--- src/design/pci_isa_bridge_irq_router_macros.svh ---
// ----------------------------------------------------------------------------
// PCI-to-ISA bridge IRQ router assertion macros
// Property shorthands for the bridge controller, clocked on i_clk.
// ----------------------------------------------------------------------------
`ifndef PCI_ISA_BRIDGE_IRQ_ROUTER_MACROS_SVH
`define PCI_ISA_BRIDGE_IRQ_ROUTER_MACROS_SVH

// Consequent must hold in the same cycle as the antecedent.
`define PIBR_ASSERT_NOW(label, ante, cons, msg) \
    label: assert property (@(posedge i_clk) disable iff (!i_rst_n) (ante) |-> (cons)) \
        else $error(msg);

// Consequent must hold in the cycle after the antecedent.
`define PIBR_ASSERT_NEXT(label, ante, cons, msg) \
    label: assert property (@(posedge i_clk) disable iff (!i_rst_n) (ante) |=> (cons)) \
        else $error(msg);

`endif

--- src/design/pibr_pkg.sv ---
// ----------------------------------------------------------------------------
// pibr_pkg
// Types, codes and constant tables shared by the bridge modules.
// ----------------------------------------------------------------------------
package pibr_pkg;

    localparam int ISA_IRQS   = 16;
    localparam int PIRQ_LINES = 4;

    localparam logic [15:0] ALLOWED_IRQS = 16'hdef8;
    localparam logic [7:0]  ROUTE_MASK   = 8'h8f;
    localparam logic [7:0]  ELCR1_MASK   = 8'hf8;
    localparam logic [7:0]  ELCR2_MASK   = 8'hde;
    localparam logic [7:0]  UNROUTED     = 8'h80;
    localparam logic [5:0]  ROUTE_ROW    = 6'h18;  // offsets 0x60..0x63

    localparam logic [15:0] PORT_APM_CMD  = 16'h00b2;
    localparam logic [15:0] PORT_APM_STS  = 16'h00b3;
    localparam logic [15:0] PORT_ELCR1    = 16'h04d0;
    localparam logic [15:0] PORT_ELCR2    = 16'h04d1;
    localparam logic [15:0] PORT_RST_CTRL = 16'h0cf9;

    localparam logic [0:0] CFG_CHIPSET = 1'd0;
    localparam logic [0:0] CFG_IOAPIC  = 1'd1;

    typedef enum logic [2:0] {
        OP_IO_RD  = 3'd0,
        OP_IO_WR  = 3'd1,
        OP_CFG_RD = 3'd2,
        OP_CFG_WR = 3'd3,
        OP_EVENT  = 3'd4
    } t_op;

    localparam logic [1:0] RST_NONE = 2'd0;
    localparam logic [1:0] RST_SOFT = 2'd1;
    localparam logic [1:0] RST_HARD = 2'd2;

    typedef enum logic [3:0] {
        S_IDLE,
        S_IO,
        S_EVT,
        S_CRD,
        S_CRD_CAP,
        S_CWR,
        S_UNR,
        S_RT,
        S_DONE
    } t_state;

    typedef struct packed {
        logic load;
        logic io;
        logic event_go;
        logic rd_req;
        logic rd_cap;
        logic wr_byte;
        logic next_byte;
        logic unroute;
        logic route;
        logic emit;
    } t_cmd;

    typedef struct packed {
        logic bytes_done;
        logic need_unroute;
        logic need_route;
    } t_status;

    // Reset contents of the configuration space outside the routing bytes.
    function automatic logic [7:0] f_default_byte(input logic [7:0] off, input logic chip);
        logic [7:0] v;
        case (off)
            8'h00: v = 8'h86;
            8'h01: v = 8'h80;
            8'h02: v = chip ? 8'h00 : 8'h2e;
            8'h03: v = chip ? 8'h70 : 8'h12;
            8'h04: v = 8'h07;
            8'h07: v = 8'h02;
            8'h08: v = chip ? 8'h00 : 8'h01;
            8'h0a: v = 8'h01;
            8'h0b: v = 8'h06;
            8'h0e: v = 8'h80;
            8'h4c: v = 8'h4d;
            8'h4e: v = 8'h03;
            8'h69: v = 8'h02;
            8'h70: v = 8'h80;
            8'h76: v = 8'h0c;
            8'h77: v = 8'h0c;
            8'h78: v = 8'h02;
            8'ha0: v = 8'h08;
            8'ha8: v = 8'h0f;
            default: v = 8'h00;
        endcase
        return v;
    endfunction

    function automatic logic f_irq_allowed(input logic [7:0] irq);
        return (irq[7:4] == 4'd0) && ALLOWED_IRQS[irq[3:0]];
    endfunction

endpackage

--- src/design/pibr_datapath.sv ---
// ----------------------------------------------------------------------------
// pibr_datapath
// Item registers, configuration space memory, routing state and result
// registers of the bridge.
// ----------------------------------------------------------------------------
module pibr_datapath
    import pibr_pkg::*;
(
    input  logic        i_clk,
    input  logic        i_rst_n,
    input  t_cmd        i_cmd,
    output t_status     o_status,
    input  logic        i_cfg_we,
    input  logic [0:0]  i_cfg_index,
    input  logic [0:0]  i_cfg_data,
    input  logic [15:0] i_addr,
    input  logic [2:0]  i_access_len,
    input  logic [31:0] i_write_data,
    input  logic [7:0]  i_source_devfunc,
    input  logic [2:0]  i_int_line,
    input  logic        i_int_level,
    output logic        o_strobe,
    output logic [31:0] o_read_data,
    output logic [15:0] o_irq_levels,
    output logic [15:0] o_irq_claimed,
    output logic [7:0]  o_elcr_master,
    output logic [7:0]  o_elcr_slave,
    output logic        o_smi_request,
    output logic [1:0]  o_reset_request,
    output logic        o_ioapic_valid,
    output logic [4:0]  o_ioapic_pin,
    output logic        o_ioapic_level
);

    // Latched item.
    logic [15:0] r_addr;
    logic [2:0]  r_len;
    logic [31:0] r_data;
    logic [4:0]  r_dev;
    logic [1:0]  r_pirq;
    logic        r_level;
    logic [2:0]  r_idx;

    // Architectural state.
    logic [7:0]  r_mem [256];
    logic [255:0] r_valid;
    logic [7:0]  r_route [PIRQ_LINES];
    logic [31:0] r_dev_mask [ISA_IRQS];
    logic [3:0]  r_share [ISA_IRQS];
    logic [7:0]  r_elcr1, r_elcr2, r_apm_cmd, r_apm_sts;
    logic        r_hard_sel, r_chip, r_ioapic_en;

    // Read staging and per-item results.
    logic [7:0]  r_mem_q;
    logic        r_valid_q;
    logic [7:0]  r_off_q;
    logic [31:0] r_rd;
    logic        r_smi;
    logic [1:0]  r_rst;
    logic        r_iov;
    logic [1:0]  r_iopirq;
    logic        r_iolvl;
    logic        r_strobe;
    logic [31:0] r_o_rd;
    logic [15:0] r_o_levels, r_o_claimed;
    logic        r_o_smi, r_o_iov, r_o_iolvl;
    logic [1:0]  r_o_rst;
    logic [4:0]  r_o_pin;

    logic [7:0]  off;
    logic [7:0]  wbyte;
    logic [7:0]  vmask;
    logic [1:0]  rp;
    logic [7:0]  stored;
    logic        is_route, is_ro;
    logic        cfg_wr;
    logic [7:0]  cap_byte;
    logic [7:0]  evt_irq;
    logic [3:0]  unr_share;
    logic [15:0] levels, claimed;
    logic [2:0]  eff_len;

    always_comb begin
        off      = r_addr[7:0] + {6'd0, r_idx[1:0]};
        wbyte    = r_data[8 * r_idx[1:0] +: 8];
        vmask    = wbyte & ROUTE_MASK;
        rp       = off[1:0];
        stored   = r_route[rp];
        is_route = (off[7:2] == ROUTE_ROW);
        is_ro    = (off == 8'h04) || (off == 8'h06) || (off >= 8'h10 && off < 8'h34);
        // Only a config byte step writes the memory; the io step shares wr_byte.
        cfg_wr   = i_cmd.wr_byte && !i_cmd.io && !is_ro && !is_route;
        o_status.bytes_done   = (r_idx == r_len);
        o_status.need_route   = is_route && !is_ro && (vmask != stored) && !vmask[7]
                                && f_irq_allowed(vmask);
        o_status.need_unroute = is_route && (vmask != stored) && (stored[7:4] == 4'd0)
                                && (vmask[7] || f_irq_allowed(vmask));
        if (r_off_q[7:2] == ROUTE_ROW) begin
            cap_byte = r_route[r_off_q[1:0]];
        end else if (r_valid_q) begin
            cap_byte = r_mem_q;
        end else begin
            cap_byte = f_default_byte(r_off_q, r_chip);
        end
        evt_irq   = r_route[r_pirq];
        unr_share = r_share[stored[3:0]] & ~(4'b0001 << rp);
        for (int i = 0; i < ISA_IRQS; i++) begin
            levels[i]  = |r_dev_mask[i];
            claimed[i] = |r_share[i];
        end
        if (i_access_len > 3'd4) begin
            eff_len = 3'd4;
        end else begin
            eff_len = i_access_len;
        end
    end

    // Item registers: payload, no reset.
    always_ff @(posedge i_clk) begin
        if (i_cmd.load) begin
            r_addr  <= i_addr;
            r_len   <= eff_len;
            r_data  <= i_write_data;
            r_dev   <= i_source_devfunc[7:3];
            r_pirq  <= i_source_devfunc[4:3] + i_int_line[1:0] + 2'd2;
            r_level <= i_int_level;
        end
    end

    // Configuration memory: one write or one read per cycle.
    always_ff @(posedge i_clk) begin
        if (cfg_wr) begin
            r_mem[off] <= wbyte;
        end
        if (i_cmd.rd_req) begin
            r_mem_q <= r_mem[off];
            r_off_q <= off;
        end
    end

    always_ff @(posedge i_clk) begin
        if (!i_rst_n) begin
            r_valid     <= '0;
            r_valid_q   <= 1'b0;
            r_chip      <= 1'b1;
            r_ioapic_en <= 1'b1;
            for (int i = 0; i < PIRQ_LINES; i++) begin
                r_route[i] <= UNROUTED;
            end
            for (int i = 0; i < ISA_IRQS; i++) begin
                r_dev_mask[i] <= '0;
                r_share[i]    <= '0;
            end
            r_elcr1    <= '0;
            r_elcr2    <= '0;
            r_apm_cmd  <= '0;
            r_apm_sts  <= '0;
            r_hard_sel <= 1'b0;
            r_idx      <= '0;
            r_rd       <= '0;
            r_smi      <= 1'b0;
            r_rst      <= RST_NONE;
            r_iov      <= 1'b0;
            r_iopirq   <= '0;
            r_iolvl    <= 1'b0;
            r_strobe   <= 1'b0;
        end else begin
            r_strobe <= i_cmd.emit;
            if (i_cfg_we) begin
                case (i_cfg_index)
                    CFG_CHIPSET: begin
                        r_chip      <= i_cfg_data[0];
                        // ID bytes fall back to the newly selected defaults.
                        r_valid[2]  <= 1'b0;
                        r_valid[3]  <= 1'b0;
                        r_valid[8]  <= 1'b0;
                    end
                    CFG_IOAPIC: r_ioapic_en <= i_cfg_data[0];
                    default: ;
                endcase
            end
            if (i_cmd.load) begin
                r_idx <= '0;
                r_rd  <= '0;
                r_smi <= 1'b0;
                r_rst <= RST_NONE;
                r_iov <= 1'b0;
                r_iopirq <= '0;
                r_iolvl  <= 1'b0;
            end
            if (i_cmd.next_byte) begin
                r_idx <= r_idx + 3'd1;
            end
            if (i_cmd.rd_req) begin
                r_valid_q <= r_valid[off];
            end
            if (i_cmd.rd_cap) begin
                r_rd[8 * r_idx[1:0] +: 8] <= cap_byte;
            end
            if (cfg_wr) begin
                r_valid[off] <= 1'b1;
            end
            if (i_cmd.unroute) begin
                r_share[stored[3:0]] <= unr_share;
                if (unr_share == 4'd0) begin
                    r_dev_mask[stored[3:0]][1] <= 1'b0;
                end
                r_route[rp] <= UNROUTED;
            end
            if (i_cmd.route) begin
                r_route[rp] <= vmask;
                r_share[vmask[3:0]] <= r_share[vmask[3:0]] | (4'b0001 << rp);
            end
            if (i_cmd.io && !i_cmd.wr_byte) begin
                case (r_addr)
                    PORT_APM_CMD:  r_rd <= {24'd0, r_apm_cmd};
                    PORT_APM_STS:  r_rd <= {24'd0, r_apm_sts};
                    PORT_ELCR1:    r_rd <= {24'd0, r_elcr1};
                    PORT_ELCR2:    r_rd <= {24'd0, r_elcr2};
                    PORT_RST_CTRL: r_rd <= {30'd0, r_hard_sel, 1'b0};
                    default:       r_rd <= '1;
                endcase
            end
            if (i_cmd.wr_byte && i_cmd.io) begin
                // An io write reports zero read data, left from the load.
                case (r_addr)
                    PORT_APM_CMD: begin
                        r_apm_cmd <= r_data[7:0];
                        r_smi     <= 1'b1;
                    end
                    PORT_APM_STS: r_apm_sts <= r_data[7:0];
                    PORT_ELCR1:   r_elcr1   <= r_data[7:0] & ELCR1_MASK;
                    PORT_ELCR2:   r_elcr2   <= r_data[7:0] & ELCR2_MASK;
                    PORT_RST_CTRL: begin
                        r_hard_sel <= r_data[1];
                        if (r_data[2]) begin
                            r_rst <= r_data[1] ? RST_HARD : RST_SOFT;
                        end
                    end
                    default: ;
                endcase
            end
            if (i_cmd.event_go) begin
                if (r_ioapic_en) begin
                    r_iov    <= 1'b1;
                    r_iopirq <= r_pirq;
                    r_iolvl  <= r_level;
                end
                if (f_irq_allowed(evt_irq)) begin
                    r_dev_mask[evt_irq[3:0]][r_dev] <= r_level;
                end
            end
        end
    end

    // Result registers.
    always_ff @(posedge i_clk) begin
        if (i_cmd.emit) begin
            r_o_rd      <= r_rd;
            r_o_levels  <= levels;
            r_o_claimed <= claimed;
            r_o_smi     <= r_smi;
            r_o_rst     <= r_rst;
            r_o_iov     <= r_iov;
            r_o_pin     <= r_iov ? {3'b100, r_iopirq} : 5'd0;
            r_o_iolvl   <= r_iolvl;
        end
    end

    assign o_strobe        = r_strobe;
    assign o_read_data     = r_o_rd;
    assign o_irq_levels    = r_o_levels;
    assign o_irq_claimed   = r_o_claimed;
    assign o_elcr_master   = r_elcr1;
    assign o_elcr_slave    = r_elcr2;
    assign o_smi_request   = r_o_smi;
    assign o_reset_request = r_o_rst;
    assign o_ioapic_valid  = r_o_iov;
    assign o_ioapic_pin    = r_o_pin;
    assign o_ioapic_level  = r_o_iolvl;

endmodule

--- src/design/pibr_ctrl.sv ---
// ----------------------------------------------------------------------------
// pibr_ctrl
// Sequencer that walks each item through io, event or per-byte config steps; an unknown op goes straight to done.
// ----------------------------------------------------------------------------
`include "pci_isa_bridge_irq_router_macros.svh"

module pibr_ctrl
    import pibr_pkg::*;
(
    input  logic       i_clk,
    input  logic       i_rst_n,
    input  logic       i_start,
    input  logic [2:0] i_op,
    input  t_status    i_status,
    output t_cmd       o_cmd,
    output logic       o_busy
);

    t_state r_state, n_state;
    logic   r_do_route, n_do_route;
    logic   r_io_wr;

    always_ff @(posedge i_clk) begin
        if (!i_rst_n) begin
            r_state    <= S_IDLE;
            r_do_route <= 1'b0;
        end else begin
            r_state    <= n_state;
            r_do_route <= n_do_route;
        end
    end

    // The io write flag travels with the io step.
    always_ff @(posedge i_clk) begin
        if (!i_rst_n) begin
            r_io_wr <= 1'b0;
        end else if (r_state == S_IDLE && i_start) begin
            r_io_wr <= (i_op == OP_IO_WR);
        end
    end

    always_comb begin
        n_state    = r_state;
        n_do_route = r_do_route;
        o_cmd      = '0;
        case (r_state)
            S_IDLE: begin
                if (i_start) begin
                    o_cmd.load = 1'b1;
                    case (i_op)
                        OP_IO_RD, OP_IO_WR: n_state = S_IO;
                        OP_CFG_RD:          n_state = S_CRD;
                        OP_CFG_WR:          n_state = S_CWR;
                        OP_EVENT:           n_state = S_EVT;
                        default:            n_state = S_DONE;
                    endcase
                end
            end
            S_IO: begin
                // The io step reads, or writes instead for a write op.
                o_cmd.io      = 1'b1;
                o_cmd.wr_byte = r_io_wr;
                n_state       = S_DONE;
            end
            S_EVT: begin
                o_cmd.event_go = 1'b1;
                n_state        = S_DONE;
            end
            S_CRD: begin
                if (i_status.bytes_done) begin
                    n_state = S_DONE;
                end else begin
                    o_cmd.rd_req = 1'b1;
                    n_state      = S_CRD_CAP;
                end
            end
            S_CRD_CAP: begin
                o_cmd.rd_cap    = 1'b1;
                o_cmd.next_byte = 1'b1;
                n_state         = S_CRD;
            end
            S_CWR: begin
                if (i_status.bytes_done) begin
                    n_state = S_DONE;
                end else if (i_status.need_unroute) begin
                    n_do_route = i_status.need_route;
                    n_state    = S_UNR;
                end else if (i_status.need_route) begin
                    n_state = S_RT;
                end else begin
                    o_cmd.wr_byte   = 1'b1;
                    o_cmd.next_byte = 1'b1;
                end
            end
            S_UNR: begin
                o_cmd.unroute = 1'b1;
                if (r_do_route) begin
                    n_state = S_RT;
                end else begin
                    o_cmd.next_byte = 1'b1;
                    n_state         = S_CWR;
                end
            end
            S_RT: begin
                o_cmd.route     = 1'b1;
                o_cmd.next_byte = 1'b1;
                n_state         = S_CWR;
            end
            S_DONE: begin
                o_cmd.emit = 1'b1;
                n_state    = S_IDLE;
            end
            default: n_state = S_IDLE;
        endcase
    end

    assign o_busy = (r_state != S_IDLE);

    `PIBR_ASSERT_NEXT(a_done_to_idle, r_state == S_DONE, r_state == S_IDLE, "done not idle")
    `PIBR_ASSERT_NEXT(a_event_path, r_state == S_IDLE && i_start && i_op == OP_EVENT, r_state == S_EVT, "event missed")
    `PIBR_ASSERT_NEXT(a_route_resumes, r_state == S_RT, r_state == S_CWR, "route did not resume")
    `PIBR_ASSERT_NOW(a_route_origin, r_state == S_RT, $past(r_state) == S_CWR || $past(r_state) == S_UNR, "bad route entry")

endmodule

--- src/design/pci_isa_bridge_irq_router.sv ---
// ----------------------------------------------------------------------------
// pci_isa_bridge_irq_router
// PCI-to-ISA bridge with io ports, a 256-byte configuration space and a
// four-line PIRQ router that feeds ISA IRQ levels and IOAPIC forwarding.
// ----------------------------------------------------------------------------
//  Channel   | Direction | Handshake                     | Payload
//  ----------+-----------+-------------------------------+----------------------
//  item      | in        | start high while busy is low  | op, addr, len, data,...
//  result    | out       | o_strobe, one cycle, no stall | read data, IRQ state,...
//  config    | in        | i_cfg_we, taken every edge    | i_cfg_index, i_cfg_data
//
// An io access or an interrupt event takes one step before the done state, and
// an unknown op goes straight to done; the result strobe is registered from the
// done state. A config read takes one registered memory read and one capture
// for each byte. A config write steps through its bytes, adding an unroute step
// for each routing byte that unroutes a PIRQ line and a route step for each
// that routes it. Reset is synchronous and active low; the configuration space
// reads its default contents through per-byte valid flags, so no clearing pass
// is needed. Results cannot be stalled; busy is low in the strobe cycle, so the
// next item may be started there.
// ----------------------------------------------------------------------------
module pci_isa_bridge_irq_router
    import pibr_pkg::*;
(
    input  logic        i_clk,
    input  logic        i_rst_n,
    input  logic        start,
    output logic        busy,
    input  logic        i_cfg_we,
    input  logic [0:0]  i_cfg_index,
    input  logic [0:0]  i_cfg_data,
    input  logic [2:0]  i_op,
    input  logic [15:0] i_addr,
    input  logic [2:0]  i_access_len,
    input  logic [31:0] i_write_data,
    input  logic [7:0]  i_source_devfunc,
    input  logic [2:0]  i_int_line,
    input  logic        i_int_level,
    output logic        o_strobe,
    output logic [31:0] o_read_data,
    output logic [15:0] o_irq_levels,
    output logic [15:0] o_irq_claimed,
    output logic [7:0]  o_elcr_master,
    output logic [7:0]  o_elcr_slave,
    output logic        o_smi_request,
    output logic [1:0]  o_reset_request,
    output logic        o_ioapic_valid,
    output logic [4:0]  o_ioapic_pin,
    output logic        o_ioapic_level
);

    // The controller issues every step, including the write of an io write, so
    // the datapath does no sequencing of its own.
    t_cmd    cmd;
    t_status status;

    pibr_ctrl u_ctrl (
        .i_clk    (i_clk),
        .i_rst_n  (i_rst_n),
        .i_start  (start),
        .i_op     (i_op),
        .i_status (status),
        .o_cmd    (cmd),
        .o_busy   (busy)
    );

    pibr_datapath u_datapath (
        .i_clk            (i_clk),
        .i_rst_n          (i_rst_n),
        .i_cmd            (cmd),
        .o_status         (status),
        .i_cfg_we         (i_cfg_we),
        .i_cfg_index      (i_cfg_index),
        .i_cfg_data       (i_cfg_data),
        .i_addr           (i_addr),
        .i_access_len     (i_access_len),
        .i_write_data     (i_write_data),
        .i_source_devfunc (i_source_devfunc),
        .i_int_line       (i_int_line),
        .i_int_level      (i_int_level),
        .o_strobe         (o_strobe),
        .o_read_data      (o_read_data),
        .o_irq_levels     (o_irq_levels),
        .o_irq_claimed    (o_irq_claimed),
        .o_elcr_master    (o_elcr_master),
        .o_elcr_slave     (o_elcr_slave),
        .o_smi_request    (o_smi_request),
        .o_reset_request  (o_reset_request),
        .o_ioapic_valid   (o_ioapic_valid),
        .o_ioapic_pin     (o_ioapic_pin),
        .o_ioapic_level   (o_ioapic_level)
    );

endmodule

--- config.mk ---
export PLATFORM = sky130hd
export DESIGN_NAME = pci_isa_bridge_irq_router
export DESIGN_NICKNAME = d
export VERILOG_FILES = /design/src/design/pibr_pkg.sv /design/src/design/pibr_datapath.sv /design/src/design/pibr_ctrl.sv /design/src/design/pci_isa_bridge_irq_router.sv
export VERILOG_INCLUDE_DIRS = /design/src /design/src/design
export SDC_FILE = /design/constraint.sdc
export NUM_CORES = 2
export LEC_CHECK = 0
export ABC_AREA = 1
export BUFFER_PORTS_ARGS = -buffer_cell sky130_fd_sc_hd__buf_4
export CAP_MARGIN = 15
export CORE_MARGIN = 2
export CORE_UTILIZATION = 30
export DETAILED_ROUTE_END_ITERATION = 7
export PLACE_DENSITY_LB_ADDON = 0.3
export SLEW_MARGIN = 10
export SYNTH_ARGS = -nofsm -noshare
export SYNTH_HDL_FRONTEND = slang
export SYNTH_SLANG_ARGS = --single-unit
--- constraint.sdc ---
create_clock -name i_clk -period 16.5 [get_ports i_clk]
set_input_delay 0.825 -clock i_clk [delete_from_list [all_inputs] [get_ports i_clk]]
set_output_delay 0.825 -clock i_clk [all_outputs]
set_load 0.05 [all_outputs]
# == Yosys cells after proc, flatten, opt, wreduce, memory -nomap -nowiden ==
# Memories as Yosys holds them, arrays and structs flattened. A register that Yosys moved wholly into a read port is not among the register bits.
# Index checks and enable logic that the tools add are counted.
# totals
memories,6
output_inout_bits,92
register_bits,477
latchBits,0
elab_cells,304
romBits,32
ram_bits,2644
# op_classes
mux,106
multipliers,0
n_reduce_logical,87
eq_ne,43
shifts,4
add_sub_neg,5
bitwise,7
n_div,0
magnitude_cmp,9
# memory_table
name,words,width,rd,rd_ports_with_merged_regs,wr,line_no,source
u_datapath.r_mem,256,8,1,1,1,pibr_datapath.sv:45,logic [7:0] r_mem [256];
u_datapath.r_dev_mask,16,32,16,0,16,pibr_datapath.sv:48,logic [31:0] r_dev_mask [ISA_IRQS];
u_datapath.r_share,16,4,18,0,16,pibr_datapath.sv:49,logic [3:0] r_share [ISA_IRQS];
u_datapath.r_route,4,5,3,2,4,pibr_datapath.sv:47,logic [7:0] r_route [PIRQ_LINES];
(name not given),16,1,1,0,0,pibr_pkg.sv:98,return (irq[7:4] == 4'd0) && ALLOWED_IRQS[irq[3:0]];
(name not given),16,1,1,0,0,pibr_pkg.sv:98,
# op_table
cell,n
$reduce_or 32->1,18
$mux 32,8
$or 256x256->256,1
$pmux 32 s5,1
$pmux 8 s14,1
$reduce_or 4->1,18
$eq 8x7->1 const B,7
$mux 1,48
$mux 4,11
$mux 2,19
$neg 5->34,1
$shift 8x34->32 const A,1
$shiftx 8x34->32,1
$bwmux 32,1
$eq 16x11->1 const B,2
$eq 16x8->1 const B,2
$eq 8x3->1 const B,4
$eq 8x4->1 const B,4
$shiftx 32x6->8,1
$pmux 4 s7,1
$logic_not 4->1,5
$logic_and 1x1->1,18
$eq 16x12->1 const B,1
$eq 4x3->1 const B,4
55 further kinds,83

# == Logic depth before layout (Yosys ltp) ==
# logic_depth
ltp_word,18
mapped_depth,24

# == By module ==
# From an unflattened synthesis, not the netlist that was laid out.
# unflattened
cells_unflattened,11232
area_unflattened_um2,127484.8
# by_module_without_submodules
mod,area_each_um2,cells_per_inst,instances
pibr_datapath,126993.0,11148,1
pibr_ctrl,491.7,84,1

# == Worst setup path after synthesis ==
# No wires, ideal clock.
# synth_timing
path_kind,register to register
startpoint,register u_datapath.r_idx[0]
endpoint,memory u_datapath.r_mem[0][4] (data pin)
path_stages_with_launch,6
path_slack_ns,6.703
path_buffers,3
t_required_ns,14.914
synth_period_minus_slack_ns,9.797
t_arrival_ns,8.211
setup_time_ns,1.586
path_cell_list,dfxtp_1 -> buf_2 -> buf_1 -> clkbuf_1 -> nor2_1 -> o22ai_1
# synth_via
elab_chain_cells,1
# synth_lines
item,line_no,source
"start, declared",pibr_datapath.sv:42,logic [2:0] r_idx;
"start signal, assigned",pibr_datapath.sv:192,r_idx <= r_idx + 3'd1;
$shiftx 32x6->8,pibr_datapath.sv:85,wbyte = r_data[8 * r_idx[1:0] +: 8];
via u_datapath.wbyte[4],pibr_datapath.sv:71,logic [7:0] wbyte;
"end, declared",pibr_datapath.sv:45,
# The timed path passes the listed nets, and every way through them passes these cells.

# == Worst setup path in the final report ==
# layout_timing
startpoint,register u_datapath.r_idx[0]
endpoint,register u_datapath.r_valid[230]
# layout_via
elab_chain_cells,16
# layout_lines
item,line_no,source
$add 8x2->8 *,pibr_datapath.sv:84,"off = r_addr[7:0] + {6'd0, r_idx[1:0]};"
via u_datapath.off[1],pibr_datapath.sv:70,logic [7:0] off;
"$ge 8x5->1, or another cell as far along",pibr_datapath.sv:90,is_ro = (off == 8'h04) || (off == 8'h06) || (off >= 8'h10 && off < 8'h34);
$logic_and 1x1->1 / $logic_or 1x1->1 (equally long branches),pibr_datapath.sv:90,
$logic_or 1x1->1,pibr_datapath.sv:90,
$logic_not 1->1,"pibr_datapath.sv:92, pibr_datapath.sv:94",
$logic_and 1x1->1 (3 in a row),pibr_datapath.sv:94,o_status.need_route = is_route && !is_ro && (vmask != stored) && !vmask[7]
$logic_and 1x1->1,pibr_datapath.sv:95,&& f_irq_allowed(vmask);
$mux 2,pibr_ctrl.sv:88,end else if (i_status.need_route) begin
$mux 2,pibr_ctrl.sv:85,end else if (i_status.need_unroute) begin
$mux 2,pibr_ctrl.sv:83,if (i_status.bytes_done) begin
$pmux 1 s2,pibr_ctrl.sv:46,case (r_state)
$logic_and 1x1->1 (3 in a row),pibr_datapath.sv:92,cfg_wr = i_cmd.wr_byte && !i_cmd.io && !is_ro && !is_route;
"end signal, assigned",pibr_datapath.sv:143,r_valid <= '0;
"end signal, assigned by index",pibr_datapath.sv:201,r_valid[off] <= 1'b1;
"end, declared",pibr_datapath.sv:46,logic [255:0] r_valid;
# The timed path passes the listed nets; every way through them passes the cells marked *. The select of a mux whose other input is x is not followed.
# A chain may end at the register's enable or synchronous reset.

==> metrics.cfg <==
[status]
status=complete, no violations

[min_path]
hold_start=i_source_devfunc[3]
hold_path_depth=1
hold_class=in -> reg
hold_end=u_datapath.r_dev[0]

[place]
portBuffers=152
placedCellCount=16600
place_hpwl_um=209000
place_worst_setup_slack_ns=9.63
place.gp.congestion=0.831

[global_routing]
use_met3=0.0220
grt.met2_usage=0.265
grt_usage=0.166
grt_max_degree=252
grt_overflow_total=0
grt_pass1_wl_um=539000
use_met1=0.234
grt.busiest_layer=met2
first_global_vias=80800
antenna_found_initial=12

[pwr]
switching_share=0.276
power_density_nw_per_um2=130
ir_drop_mv=0.0858
power.share.clock=0.388
finalPower_w=0.0191
p_leak_nw=50.9
p_switching_w=0.00528
internal-power_w=0.0138
seqPwrFrac=0.479
power.share.combinational=0.133

[layout]
syn_to_final_growth_pct=15.5
layout_commonest_cell=edfxtp_1
final_core_util=0.347
drive_gt1_frac=0.0752
layoutNonFillerInstCount=17300
num-nets-final=11400
n_fill_cell=41900
final_cell_mix=2790 x edfxtp_1, 2728 x nand2_1, 759 x a22oi_1

[route]
ant_nets=0
drt-total-wl_um=368000
drcViolationCount=0
vias=85800
drt-pass1-iter-count=6
drtIter0Drc=9291
avgViaCountPerCell=4.97
post_drt_wl_per_cell_um=21.3

[critical_path]
slowest_stage=buf_4
cp.arrival_ns=7.85
slowest_delay_ns=0.68
rr_endpoint=u_datapath.r_valid[230]
crit_path_end_kind=register
cp_max_fo=64
r2r_start=u_datapath.r_idx[0]
start_kind=register
ff2ff_path_depth=22
cp_cell_sequence=ha_1 -> inv_1 -> fa_1 -> buf_4 -> inv_2 -> nor2_4 -> buf_4 -> nand2_1 -> nand2_1 -> nor2_2 -> nand2_1 -> nand2_1 -> nor2_1 -> nand3_1 -> nand3_1 -> nand3_4 -> nand2_8 -> buf_4 -> buf_4 -> buf_4 -> nand3_1 -> a21oi_1
critPathBufInv=7
path_class=reg -> reg
crit_top_cell=buf_4
rrSetupSlack_ns=9.46
worst_path_dominant_cell_family=buffers and inverters
required_ns=17.31

[sta]
setup_viol=0
setup-tns-final_ns=0
drv_slew=0
slew-limit-headroom=0.153
finalHoldViolCount=0
fin_crit_sh=0.427
timing.final.ws_setup_ns=9.46
clock_skew_ns=0.0910
rsz0062_at_grt=false
fin_crit_ns=7.04
worst_pin_slew_ns=1.27
fmax_ghz=0.142

[floorplanning]
io_pins=164
initial_utilization=0.301
die_w_um=655
coreArea_um2=423000
rows=239
dieHeight_um=655
die_area_um2=429000

[logic_synthesis]
synth_top_area_frac=0.659
synth_top_cell_by_area=edfxtp_1
synth_seq_cells=3130
synth_edf_count=2790
synth_area_leaders=edfxtp_1 66%, nand2_1 8.1%, dfxtp_1 5.4%
synth-main-ff-cell=edfxtp_1
yosysWarnings=0
ys_seq_area_frac=0.712
synth_cells=10900
async_reset_ff_frac=0
netlist_area_um2=127000
synth.distinct_cells=55
avgSynthCellArea_um2=11.7

[clocking]
cts.clk_slew.worst_paths_ns=0.06
cts_tree=done
cts_made_buffers=342
cts_buffer_depth=4
clock_sinks=3130
ctsRootBufferMaster=clkbuf_16
clock_latency_ns=0.98
post_cts_resized=0
htreeDepth=5

[job]
drv_cap=0

[logic make-up (layout without fill, tap and decap cells)]
family,Yosys count,in the layout,share of synthesized area
AOI/OAI and AO/OA,1803,1803,0.0906
adders and majority gates,8,8,0.000846
other,1,509,0.0000295
DFF,3130,3130,0.712
buffers and inverters,1222,1415,0.0380
xor gates and xnor gates,13,13,0.000895
and+or+nand+nor,4725,4725,0.157
[final cells by class]
| cell class | count | area [um^2] | share of cell area |
|---|---|---|---|
| flip-flops and latches | 3130 | 90600 | 0.617 |
| multi-input cells | 7052 | 33900 | 0.231 |
| clock buffers | 447 | 9230 | 0.0628 |
| well taps | 5663 | 7090 | 0.0482 |
| repair buffers | 324 | 2740 | 0.0186 |
| inverters | 480 | 1850 | 0.0126 |
| clock inverters | 164 | 1500 | 0.0102 |
| diodes | 6 | 15.0 | 0.000102 |
[worst max-delay path by stage]
stage                     slack (ns)                start                       to  cells past startpoint
after floorplan                 6.70  u_datapath.r_idx[0]   u_datapath.r_mem[0][4]                      5
after global placement          9.61  u_datapath.r_idx[0]  u_datapath.r_valid[200]                     22
after detailed placement        9.63  u_datapath.r_idx[0]  u_datapath.r_valid[230]                     22
after CTS                       9.63  u_datapath.r_idx[0]  u_datapath.r_valid[230]                     22
after global routing            9.15  u_datapath.r_idx[0]    u_datapath.r_valid[8]                     22
final                           9.46  u_datapath.r_idx[0]  u_datapath.r_valid[230]                     22
[routing by layer]
layer / vias to the layer above / wire length, um
li1: 39600 / -
met1: 42700 / 163000
met2: 2965 / 170000
met3: 562 / 25300
met4: 4 / 10500
met5: - / 30
[through the flow]
stage               instance area, um^2  hold slack (ns)
CTS                              147000          0.00446
floorplan                        129000            0.407
finish                           147000           0.0825
global route                     147000           0.0358
detailed placement               136000            0.416
global placement                 136000            0.415
[registers in the layout (all words and copies together), names as in the netlist, 20 cells and up, named ones only]
signal	flops
u_datapath.o_read_data	32
u_datapath.r_data	32
u_datapath.r_dev_mask	512
u_datapath.r_mem	2048
u_datapath.r_rd	32
u_datapath.r_route	20
u_datapath.r_share	64
u_datapath.r_valid	256
[power by group through the flow]
stage | clock network [W] | logic (W) | registers [W]
final | 0.00740 | 0.00255 | 0.00915
after global routing | 0.00783 | 0.00274 | 0.00917
after detailed placement | 0 | 0.00253 | 0.00932
after floorplan | 0 | 0.00140 | 0.00942
after CTS | 0.00753 | 0.00254 | 0.00915
after global placement | 0 | 0.00252 | 0.00931
[synthesized netlist by cell type (10+ instances only)]
cell type	number
edfxtp_1	2790
nand2_1	2751
a22oi_1	759
nand3_1	737
nor2_1	605
clkbuf_1	575
inv_1	464
o21ai_0	432
a21oi_1	367
dfxtp_1	340
nor3_1	233
nand4_1	214
o21bai_1	170
nor4_1	136
buf_1	75
buf_2	60
buf_4	20
o211ai_1	19
or2_2	19
a31oi_1	15
inv_2	12
buf_6	11
o22ai_1	10
[what timing repair did]
| item | 4_1_cts | 5_1_grt |
|---|---|---|
| setup buffers | 0 | 0 |
| hold buffers | 24 | 0 |
| endpoints found under the hold margin | 24 | 0 |
(Power assumes the default switching activity.)
